$ cat src/rtl/eip_pkg.sv
package eip_pkg;

  // Frame capture limit; bytes past it are dropped
  localparam int MAX_FRAME_BYTES = 16384;
  localparam int CNT_W = 15;

  localparam logic [CNT_W-1:0] ETH_TYPE_POS  = CNT_W'(12);
  localparam logic [CNT_W-1:0] ETH_HDR_BYTES = CNT_W'(14);
  localparam logic [CNT_W-1:0] TAG_BYTES     = CNT_W'(4);
  localparam logic [CNT_W-1:0] UDP_HDR_BYTES = CNT_W'(8);
  localparam logic [5:0]       IP_MIN_HDR    = 6'd20;

  localparam logic [15:0] TPID_C     = 16'h8100;
  localparam logic [15:0] TPID_S     = 16'h88a8;
  localparam logic [15:0] ETYPE_IPV4 = 16'h0800;
  localparam logic [7:0]  PROTO_UDP  = 8'd17;

  typedef enum logic [1:0] {
    STAGE_ETH,
    STAGE_TAG,
    STAGE_IP,
    STAGE_OTHER
  } stage_t;

  typedef enum logic [2:0] {
    ST_WHOLE,
    ST_FIRST,
    ST_LATER,
    ST_TRUNC,
    ST_NOT_IPV4,
    ST_BAD_IP,
    ST_NOT_UDP,
    ST_BAD_UDP
  } status_t;

  // Everything captured from one frame
  typedef struct packed {
    stage_t            stage;
    logic [CNT_W-1:0]  byte_count;
    logic [CNT_W-1:0]  network_start;
    logic [15:0]       ethertype;
    logic [3:0]        header_words;
    logic [15:0]       total_length;
    logic [15:0]       flags_and_offset;
    logic [15:0]       ident;
    logic [7:0]        protocol;
    logic [31:0]       src_addr;
    logic [31:0]       dst_addr;
    logic [31:0]       port_pair;
    logic [15:0]       udp_len;
  } rec_t;

endpackage

$ cat src/rtl/eip_byte_if.sv
interface eip_byte_if;
  logic       valid;
  logic       ready;
  logic [7:0] frame_byte;
  logic       last_byte;

  modport source(output valid, frame_byte, last_byte, input ready);
  modport sink(input valid, frame_byte, last_byte, output ready);
endinterface

$ cat src/rtl/eip_hdr_if.sv
interface eip_hdr_if;
  logic        valid;
  logic        ready;
  logic [2:0]  status;
  logic [31:0] source_address;
  logic [31:0] dest_address;
  logic [15:0] source_port;
  logic [15:0] dest_port;
  logic [15:0] datagram_id;
  logic [15:0] fragment_byte_offset;
  logic        more_fragments;
  logic [15:0] udp_length;
  logic [14:0] payload_start;
  logic [15:0] payload_length;

  modport source(output valid, status, source_address, dest_address, source_port,
                 dest_port, datagram_id, fragment_byte_offset, more_fragments,
                 udp_length, payload_start, payload_length, input ready);
  modport sink(input valid, status, source_address, dest_address, source_port,
               dest_port, datagram_id, fragment_byte_offset, more_fragments,
               udp_length, payload_start, payload_length, output ready);
endinterface

$ cat src/rtl/eip_capture.sv
module eip_capture (
  input  logic          clk,
  input  logic          rst,
  eip_byte_if.sink      frame,
  input  logic          rec_ready,
  output logic          rec_valid,
  output eip_pkg::rec_t rec
);

  localparam eip_pkg::rec_t REC_INIT = '{
    stage:            eip_pkg::STAGE_ETH,
    byte_count:       '0,
    network_start:    eip_pkg::ETH_HDR_BYTES,
    ethertype:        '0,
    header_words:     '0,
    total_length:     '0,
    flags_and_offset: '0,
    ident:            '0,
    protocol:         '0,
    src_addr:         '0,
    dst_addr:         '0,
    port_pair:        '0,
    udp_len:          '0
  };

  eip_pkg::rec_t st;
  eip_pkg::rec_t st_next;
  logic          accept;

  function automatic eip_pkg::stage_t pick_stage(input logic [15:0] etype);
    eip_pkg::stage_t s;
    if (etype == eip_pkg::TPID_C || etype == eip_pkg::TPID_S) begin
      s = eip_pkg::STAGE_TAG;
    end else if (etype == eip_pkg::ETYPE_IPV4) begin
      s = eip_pkg::STAGE_IP;
    end else begin
      s = eip_pkg::STAGE_OTHER;
    end
    return s;
  endfunction

  assign frame.ready = !rec_valid || rec_ready;
  assign accept      = frame.valid && frame.ready;

  // Fold the incoming byte into the frame state
  always_comb begin
    logic [eip_pkg::CNT_W-1:0] pos;
    logic [eip_pkg::CNT_W-1:0] q;
    logic [eip_pkg::CNT_W-1:0] hlen;
    logic [7:0]                b;
    logic [2:0]                u;
    logic                      in_udp;
    pos     = st.byte_count;
    b       = frame.frame_byte;
    q       = pos - st.network_start;
    hlen    = {9'b0, st.header_words, 2'b00};
    u       = q[2:0] - hlen[2:0];
    in_udp  = (hlen[5:0] >= eip_pkg::IP_MIN_HDR) && (q >= hlen)
              && (q < hlen + eip_pkg::UDP_HDR_BYTES);
    st_next = st;
    if (st.byte_count < eip_pkg::CNT_W'(eip_pkg::MAX_FRAME_BYTES)) begin
      st_next.byte_count = st.byte_count + eip_pkg::CNT_W'(1);
      unique case (st.stage)
        eip_pkg::STAGE_ETH: begin
          if (pos == eip_pkg::ETH_TYPE_POS) begin
            st_next.ethertype = {b, 8'h00};
          end
          if (pos == eip_pkg::ETH_TYPE_POS + eip_pkg::CNT_W'(1)) begin
            st_next.ethertype = {st.ethertype[15:8], b};
            st_next.stage     = pick_stage({st.ethertype[15:8], b});
          end
        end
        eip_pkg::STAGE_TAG: begin
          if (pos >= st.network_start) begin
            // inner type sits in the last two bytes of the tag
            if (q == eip_pkg::CNT_W'(2)) begin
              st_next.ethertype = {b, 8'h00};
            end
            if (q == eip_pkg::CNT_W'(3)) begin
              st_next.ethertype     = {st.ethertype[15:8], b};
              st_next.network_start = st.network_start + eip_pkg::TAG_BYTES;
              st_next.stage         = pick_stage({st.ethertype[15:8], b});
            end
          end
        end
        eip_pkg::STAGE_IP: begin
          if (pos >= st.network_start) begin
            if (q == eip_pkg::CNT_W'(0)) begin
              st_next.header_words = b[3:0];
            end else if (q == eip_pkg::CNT_W'(2) || q == eip_pkg::CNT_W'(3)) begin
              st_next.total_length = {st.total_length[7:0], b};
            end else if (q == eip_pkg::CNT_W'(4) || q == eip_pkg::CNT_W'(5)) begin
              st_next.ident = {st.ident[7:0], b};
            end else if (q == eip_pkg::CNT_W'(6) || q == eip_pkg::CNT_W'(7)) begin
              st_next.flags_and_offset = {st.flags_and_offset[7:0], b};
            end else if (q == eip_pkg::CNT_W'(9)) begin
              st_next.protocol = b;
            end else if (q >= eip_pkg::CNT_W'(12) && q < eip_pkg::CNT_W'(16)) begin
              st_next.src_addr = {st.src_addr[23:0], b};
            end else if (q >= eip_pkg::CNT_W'(16) && q < eip_pkg::CNT_W'(20)) begin
              st_next.dst_addr = {st.dst_addr[23:0], b};
            end
            // UDP header follows the IP header
            if (in_udp) begin
              if (u < 3'd4) begin
                st_next.port_pair = {st.port_pair[23:0], b};
              end else if (u == 3'd4 || u == 3'd5) begin
                st_next.udp_len = {st.udp_len[7:0], b};
              end
            end
          end
        end
        default: begin
          // other ethertype: only count bytes
        end
      endcase
    end
  end

  // Hold frame state; hand off the record on the last byte
  always_ff @(posedge clk) begin
    if (rst) begin
      st        <= REC_INIT;
      rec_valid <= 1'b0;
    end else begin
      if (rec_ready) begin
        rec_valid <= 1'b0;
      end
      if (accept) begin
        if (frame.last_byte) begin
          rec       <= st_next;
          rec_valid <= 1'b1;
          st        <= REC_INIT;
        end else begin
          st <= st_next;
        end
      end
    end
  end

endmodule

$ cat src/rtl/eip_check.sv
module eip_check (
  input  logic          clk,
  input  logic          rst,
  input  logic          rec_valid,
  input  eip_pkg::rec_t rec,
  output logic          rec_ready,
  eip_hdr_if.source     header
);

  eip_pkg::status_t status_next;
  logic [31:0]      src_next;
  logic [31:0]      dst_next;
  logic [15:0]      sport_next;
  logic [15:0]      dport_next;
  logic [15:0]      id_next;
  logic [15:0]      foff_next;
  logic             mf_next;
  logic [15:0]      ulen_next;
  logic [14:0]      pstart_next;
  logic [15:0]      plen_next;

  assign rec_ready = !header.valid || header.ready;

  // Run the frame checks in order and form the result fields
  always_comb begin
    logic [5:0]  hlen;
    logic [15:0] len16;
    logic [15:0] ns16;
    logic [16:0] ns_total;
    logic [15:0] ipay;
    logic [15:0] foff;
    logic [15:0] udp_min;
    logic        mf;
    hlen        = {rec.header_words, 2'b00};
    len16       = {1'b0, rec.byte_count};
    ns16        = {1'b0, rec.network_start};
    ns_total    = {2'b0, rec.network_start} + {1'b0, rec.total_length};
    ipay        = rec.total_length - {10'b0, hlen};
    foff        = {rec.flags_and_offset[12:0], 3'b000};
    mf          = rec.flags_and_offset[13];
    udp_min     = (rec.udp_len < ipay) ? rec.udp_len : ipay;
    status_next = eip_pkg::ST_TRUNC;
    src_next    = '0;
    dst_next    = '0;
    sport_next  = '0;
    dport_next  = '0;
    id_next     = '0;
    foff_next   = '0;
    mf_next     = 1'b0;
    ulen_next   = '0;
    pstart_next = '0;
    plen_next   = '0;
    priority if (rec.stage == eip_pkg::STAGE_ETH || rec.stage == eip_pkg::STAGE_TAG) begin
      status_next = eip_pkg::ST_TRUNC;
    end else if (rec.stage != eip_pkg::STAGE_IP) begin
      status_next = eip_pkg::ST_NOT_IPV4;
    end else if (len16 < ns16 + 16'd20) begin
      status_next = eip_pkg::ST_TRUNC;
    end else if (hlen < eip_pkg::IP_MIN_HDR) begin
      status_next = eip_pkg::ST_BAD_IP;
    end else if (len16 < ns16 + {10'b0, hlen}) begin
      status_next = eip_pkg::ST_TRUNC;
    end else if (rec.total_length < {10'b0, hlen}) begin
      status_next = eip_pkg::ST_BAD_IP;
    end else if (rec.protocol != eip_pkg::PROTO_UDP) begin
      status_next = eip_pkg::ST_NOT_UDP;
    end else if (ns_total > {2'b0, rec.byte_count}) begin
      status_next = eip_pkg::ST_TRUNC;
    end else if (foff == 16'd0 && (ipay < 16'd8 || rec.udp_len < 16'd8)) begin
      status_next = eip_pkg::ST_BAD_UDP;
    end else if (foff == 16'd0 && mf && rec.udp_len == 16'd8) begin
      status_next = eip_pkg::ST_BAD_UDP;
    end else begin
      src_next  = rec.src_addr;
      dst_next  = rec.dst_addr;
      id_next   = rec.ident;
      foff_next = foff;
      mf_next   = mf;
      if (foff == 16'd0) begin
        status_next = mf ? eip_pkg::ST_FIRST : eip_pkg::ST_WHOLE;
        sport_next  = rec.port_pair[31:16];
        dport_next  = rec.port_pair[15:0];
        ulen_next   = rec.udp_len;
        pstart_next = rec.network_start + {9'b0, hlen} + eip_pkg::UDP_HDR_BYTES;
        plen_next   = udp_min - 16'd8;
      end else begin
        status_next = eip_pkg::ST_LATER;
        pstart_next = rec.network_start + {9'b0, hlen};
        plen_next   = ipay;
      end
    end
  end

  // Hold the result until taken
  always_ff @(posedge clk) begin
    if (rst) begin
      header.valid <= 1'b0;
    end else begin
      if (header.ready) begin
        header.valid <= 1'b0;
      end
      if (rec_valid && rec_ready) begin
        header.valid                <= 1'b1;
        header.status               <= status_next;
        header.source_address       <= src_next;
        header.dest_address         <= dst_next;
        header.source_port          <= sport_next;
        header.dest_port            <= dport_next;
        header.datagram_id          <= id_next;
        header.fragment_byte_offset <= foff_next;
        header.more_fragments       <= mf_next;
        header.udp_length           <= ulen_next;
        header.payload_start        <= pstart_next;
        header.payload_length       <= plen_next;
      end
    end
  end

endmodule

$ cat src/rtl/ethernet_ipv4_udp_header_parser.sv
// Ethernet / VLAN / IPv4 / UDP header parser.
// The frame channel carries one frame byte per item, with last_byte set on
// the final byte. Any run of 0x8100 or 0x88a8 tags is skipped; the IPv4 and
// UDP header fields are captured as the bytes go by. Bytes past 16384 are
// counted as absent, like a snap length.
// The header channel carries one item per frame: a status code, the address,
// port, fragment fields and the payload start and length. Fields that do not
// apply to the status read 0.
// Throughput: one byte per cycle while the header receiver keeps up,
// including back-to-back frames. The last byte closes the frame record in
// the capture register; the checks on that record are then registered into
// the header output register, from which the result item is valid.
// When the header receiver stalls, a finished result waits in the output
// register, one more frame record waits behind it, and frame.ready drops
// only once both are full.
// Reset clears the frame state and drops any pending result.
module ethernet_ipv4_udp_header_parser (
  input  logic       clk,
  input  logic       rst,
  eip_byte_if.sink   frame,
  eip_hdr_if.source  header
);

  eip_pkg::rec_t rec;
  logic          rec_valid;
  logic          rec_ready;

  // Byte-by-byte field capture
  eip_capture u_capture (
    .clk       (clk),
    .rst       (rst),
    .frame     (frame),
    .rec_ready (rec_ready),
    .rec_valid (rec_valid),
    .rec       (rec)
  );

  // Frame checks and result register
  eip_check u_check (
    .clk       (clk),
    .rst       (rst),
    .rec_valid (rec_valid),
    .rec       (rec),
    .rec_ready (rec_ready),
    .header    (header)
  );

endmodule
$ cat src/flat_wrapper.sv
// flat-port wrapper written by rule: the top's interface ports become plain ports
module ethernet_ipv4_udp_header_parser_flat 
  (clk, rst, frame_valid, frame_frame_byte, frame_last_byte, frame_ready, header_valid, header_status, header_source_address, header_dest_address, header_source_port, header_dest_port, header_datagram_id, header_fragment_byte_offset, header_more_fragments, header_udp_length, header_payload_start, header_payload_length, header_ready);
  eip_byte_if frame_i ();
  eip_hdr_if header_i ();
  input  logic clk;
  input  logic rst;
  input wire logic [$bits(frame_i.valid)-1:0] frame_valid;
  input wire logic [$bits(frame_i.frame_byte)-1:0] frame_frame_byte;
  input wire logic [$bits(frame_i.last_byte)-1:0] frame_last_byte;
  output wire logic [$bits(frame_i.ready)-1:0] frame_ready;
  output wire logic [$bits(header_i.valid)-1:0] header_valid;
  output wire logic [$bits(header_i.status)-1:0] header_status;
  output wire logic [$bits(header_i.source_address)-1:0] header_source_address;
  output wire logic [$bits(header_i.dest_address)-1:0] header_dest_address;
  output wire logic [$bits(header_i.source_port)-1:0] header_source_port;
  output wire logic [$bits(header_i.dest_port)-1:0] header_dest_port;
  output wire logic [$bits(header_i.datagram_id)-1:0] header_datagram_id;
  output wire logic [$bits(header_i.fragment_byte_offset)-1:0] header_fragment_byte_offset;
  output wire logic [$bits(header_i.more_fragments)-1:0] header_more_fragments;
  output wire logic [$bits(header_i.udp_length)-1:0] header_udp_length;
  output wire logic [$bits(header_i.payload_start)-1:0] header_payload_start;
  output wire logic [$bits(header_i.payload_length)-1:0] header_payload_length;
  input wire logic [$bits(header_i.ready)-1:0] header_ready;
  assign frame_i.valid = frame_valid;
  assign frame_i.frame_byte = frame_frame_byte;
  assign frame_i.last_byte = frame_last_byte;
  assign frame_ready = frame_i.ready;
  assign header_valid = header_i.valid;
  assign header_status = header_i.status;
  assign header_source_address = header_i.source_address;
  assign header_dest_address = header_i.dest_address;
  assign header_source_port = header_i.source_port;
  assign header_dest_port = header_i.dest_port;
  assign header_datagram_id = header_i.datagram_id;
  assign header_fragment_byte_offset = header_i.fragment_byte_offset;
  assign header_more_fragments = header_i.more_fragments;
  assign header_udp_length = header_i.udp_length;
  assign header_payload_start = header_i.payload_start;
  assign header_payload_length = header_i.payload_length;
  assign header_i.ready = header_ready;
  ethernet_ipv4_udp_header_parser u_core (.clk(clk), .rst(rst), .frame(frame_i), .header(header_i));
endmodule
$ cat config.mk
export PLATFORM = sky130hd
export DESIGN_NAME = ethernet_ipv4_udp_header_parser_flat
export DESIGN_NICKNAME = d
export VERILOG_FILES = /design/src/rtl/eip_pkg.sv /design/src/rtl/eip_byte_if.sv /design/src/rtl/eip_hdr_if.sv /design/src/rtl/eip_capture.sv /design/src/rtl/eip_check.sv /design/src/rtl/ethernet_ipv4_udp_header_parser.sv /design/src/flat_wrapper.sv
export SDC_FILE = /design/constraint.sdc
export NUM_CORES = 1
export LEC_CHECK = 0
export BUFFER_PORTS_ARGS = -buffer_cell sky130_fd_sc_hd__buf_2
export CAP_MARGIN = 30
export CORE_ASPECT_RATIO = 1.4
export CORE_UTILIZATION = 52
export DETAILED_ROUTE_END_ITERATION = 7
export PLACE_DENSITY = 0.7
export SETUP_SLACK_MARGIN = 0.02
export SLEW_MARGIN = 20
export SYNTH_ARGS = -nofsm -noshare
export SYNTH_HDL_FRONTEND = slang
export SYNTH_SLANG_ARGS = --single-unit
$ cat constraint.sdc
create_clock -name clk -period 15.7 [get_ports clk]
set_input_delay 0.785 -clock clk [delete_from_list [all_inputs] [get_ports clk]]
set_output_delay 0.785 -clock clk [all_outputs]
set_load 0.02 [all_outputs]
==> impl_metrics.tcl <==
set metrics [dict create \
    outcome "complete, no violations" \
    dp.cells 3293 \
    grt_use_total_pct 25.6 \
    synthAdderAreaFrac_pct 5.17 \
    min_from "frame_valid" \
    min_to "u_core.u_capture.rec_valid" \
    grt_max_degree 77 \
    p_per_area_nw_per_um2 99.2 \
    avgViaCountPerCell 5.87 \
    p_clk_share_pct 41.9 \
    drv_cap 0 \
    cts_tree "built" \
    timing.rr.start "u_core.u_capture.rec[161]" \
    mostFrequentLayoutCells "edfxtp_1 (376), nand2_1 (299), dfxtp_1 (211), buf_2 (189), mux2_2 (127)" \
    regArea_sq_um 15500 \
    ant_nets 0 \
    synth_compound_area_share_pct 11.3 \
    dp_slack_ns 9.89 \
    wl_per_cell_microns 20.7 \
    fillers 4443 \
    initial_utilization_pct 52.8 \
    final_common_cell "edfxtp_1" \
    drt_iter0_drc 1441 \
    synth_area_per_cell_sq_um 11.2 \
    synth_edf_count 376 \
    cts_resized 0 \
    grt_first_pass_wirelength_mm 109 \
    multi_input_area_sq_um 11800 \
    die_h_microns 277 \
    cp-end-kind "register" \
    p_seq_share_pct 53.3 \
    post-dp-hpwl_mm 48.6 \
    hold_depth 3 \
    cts.sinks 587 \
    peakVddDrop_uv 83.3 \
    timing.hold.ws_ns 0.453 \
    clock_skew_ns 0.0242 \
    drive_gt1_share_pct 18.2 \
    r2r_slack_ns 9.79 \
    required_ns 16.09 \
    path_clk_slew_ns 0.07 \
    async_flop_share_pct 0 \
    cts-root-buf "clkbuf_16" \
    nNetsFinal 2765 \
    ctsHtreeMaxLevel 2 \
    num_io_pins 194 \
    worstRegToRegCells 19 \
    slew_headroom_pct 34.3 \
    drc 0 \
    p_total_mw 3.13 \
    cts_buffer_depth 3 \
    hold_path_class "input port to register" \
    die_w_microns 199 \
    grt_pass1_vias 19616 \
    tightest_slew_ns 0.960 \
    synthesis.area_sq_um 28200 \
    final_cells 3398 \
    rsz0062_at_grt "no" \
    yosysWarnings 0 \
    criticalPathCategory "register to register" \
    core_area_sq_um 53300 \
    critical_path_peak_fanout 25 \
    min_period_ns 5.91 \
    min_period_over_period_pct 37.7 \
    synth-simple-area-share_pct 16.8 \
    antenna_found_initial 0 \
    p_sw_share_pct 22.2 \
    power_switching_mw 0.694 \
    fp-row-count 100 \
    wirelength_mm 70.5 \
    diodes 0 \
    dieArea_sq_um 55100 \
    arrival_ns 6.31 \
    yosys_register_bits 587 \
    io_buffers 189 \
    syn2layout_area_growth_pct 12.2 \
    cts_setup_buffers 0 \
    start_kind "register" \
    ys_seq_area_share_pct 55.1 \
    cts-hold-fix-buffers 0 \
    tns_ns 0 \
    finalHoldViolCount 0 \
    internal-power_mw 2.44 \
    place.gp.congestion 0.886 \
    grt_overflow 0 \
    synth_flop_cell "edfxtp_1" \
    yosys.area_share.xor_xnor_pct 2.92 \
    max_freq_mhz 169 \
    rr_endpoint "u_core.u_check.header.payload_length[11]" \
    firstDrtPassIters 5 \
    synth_cells 2505 \
    synth_top_family_by_area "simple AND/OR/NAND/NOR gates" \
    finalSetupViolCount 0 \
    fin_ws_ns 9.79 \
    synth.area.mux_share_pct 5.47 \
    ys_types 86 \
    combPwrFrac_pct 4.8 \
    vias 19939 \
    cts_buffers 54 \
    clk_latency_ns 0.62 \
    report.final.slew_viol_count 0 \
    p_leak_nw 11.8 \
]
power groups by stage:
stage / clock (mW) / combinational [mW] / sequential, mW
final: 1.31 / 0.149 / 1.67
after CTS: 1.34 / 0.149 / 1.67
after floorplan: 0 / 0.0920 / 1.71
after detailed placement: 0 / 0.148 / 1.70
after global routing: 1.39 / 0.164 / 1.67
after global placement: 0 / 0.145 / 1.70
logic make-up after synthesis:
group                      count (synthesis)
DFF                                      587
xor gates and xnor gates                  94
AOI/OAI and AO/OA                        430
and+or+nand+nor                          913
buffers and inverters                    228
other                                      1
adders and majority gates                114
muxes                                    138
worst max path at each step:
stage                                                           to  cells after the start  slack (ns)                       from
after floorplan               u_core.u_check.header.datagram_id[0]                      3        0.89                        rst
final                     u_core.u_check.header.payload_length[11]                     19        9.79  u_core.u_capture.rec[161]
after detailed placement  u_core.u_check.header.payload_length[11]                     19        9.89  u_core.u_capture.rec[161]
after global placement    u_core.u_check.header.payload_length[13]                     19       10.14  u_core.u_capture.rec[161]
after global routing      u_core.u_check.header.payload_length[11]                     19        9.27  u_core.u_capture.rec[161]
after CTS                 u_core.u_check.header.payload_length[11]                     19        9.88  u_core.u_capture.rec[161]
routing by layer:
| metal | part of all wire (%) | GRT usage [%] | vias up | routed length (microns) |
|---|---|---|---|---|
| li1 | - | - | 9546 | - |
| met1 | 40 | 30.3 | 9718 | 27900 |
| met2 | 52 | 45.6 | 522 | 36600 |
| met3 | 4.0 | 3.14 | 153 | 2800 |
| met4 | 4.5 | 12.1 | 0 | 3180 |
| met5 | 0 | 0 | - | 0 |
through the flow:
stage / util (%) / cell area (sq um)
final: 59.3 / 31600
after global routing: 59.3 / 31600
after CTS: 59.1 / 31500
after detailed placement: 55.8 / 29700
after global placement: 55.8 / 29700
after floorplan: - / 28200
layout make-up:
type	instances	share of cell area, %
flip-flops and latches	587	49.1
multi-input cells	1695	37.5
clock buffers	92	5.41
repair buffers	228	4.09
well taps	714	2.83
inverters	72	0.856
clock inverters	10	0.234
critical path: stages (launching register included):
cell and delay, ns:
edfxtp_1 0.52, or4_1 0.63, or2_2 0.31, nor2_1 0.12
xor2_1 0.36, inv_1 0.18, ha_1 0.36, a221o_1 0.38
a31oi_1 0.14, o311ai_0 0.16, a211o_1 0.29, buf_4 0.23
mux2i_1 0.25, ha_1 0.34, nand3_1 0.19, nor3_1 0.40
a21o_1 0.26, xor2_1 0.16, nor2_1 0.05, a2111oi_0 0.35
synthesized netlist by cell type, drive strengths merged, types with 5 or more instances:
cell | count | share of area, %
o21bai | 5 | 0.13
nor3 | 37 | 0.68
o21ai | 68 | 1.2
a31oi | 27 | 0.60
nor4b | 6 | 0.23
a22oi | 11 | 0.29
or4 | 13 | 0.39
nor2 | 118 | 1.6
nor4 | 25 | 0.83
or3b | 9 | 0.28
ha | 110 | 4.9
and2 | 105 | 2.3
nor3b | 8 | 0.21
mux2i | 11 | 0.39
a221oi | 5 | 0.16
a2111oi | 7 | 0.28
inv | 71 | 0.95
a22o | 65 | 2.0
xor2 | 42 | 1.3
a21o | 22 | 0.59
nor2b | 13 | 0.29
a211o | 6 | 0.19
clkbuf | 115 | 1.5
o31ai | 6 | 0.16
o211ai | 13 | 0.35
nand2b | 13 | 0.29
a211oi | 19 | 0.51
xnor2 | 52 | 1.6
dfxtp | 211 | 15
a32o | 32 | 1.1
nand3 | 93 | 1.7
o2bb2ai | 36 | 1.1
a21oi | 62 | 1.1
and3 | 65 | 1.4
o311ai | 7 | 0.22
or3 | 9 | 0.20
nand4 | 67 | 1.5
nand3b | 16 | 0.43
o21a | 8 | 0.21
nand2 | 300 | 4.0
mux2 | 127 | 5.1
or2 | 7 | 0.16
edfxtp | 376 | 40
buf | 41 | 0.77
sequential cells by signal, summed over array words and instances (netlist names):
name	flops
u_core.u_check.header.payload_start	14
u_core.u_check.header.fragment_byte_offset	13
u_core.u_check.header.more_fragments	1
u_core.u_capture.st	209
u_core.u_check.header.valid	1
u_core.u_check.header.payload_length	16
u_core.u_check.header.udp_length	16
u_core.u_capture.rec_valid	1
u_core.u_check.header.status	3
u_core.u_check.header.datagram_id	16
u_core.u_check.header.dest_address	32
u_core.u_check.header.source_port	16
u_core.u_capture.rec	201
u_core.u_check.header.dest_port	16
u_core.u_check.header.source_address	32
Note: power is estimated with default switching activity, not from simulation.
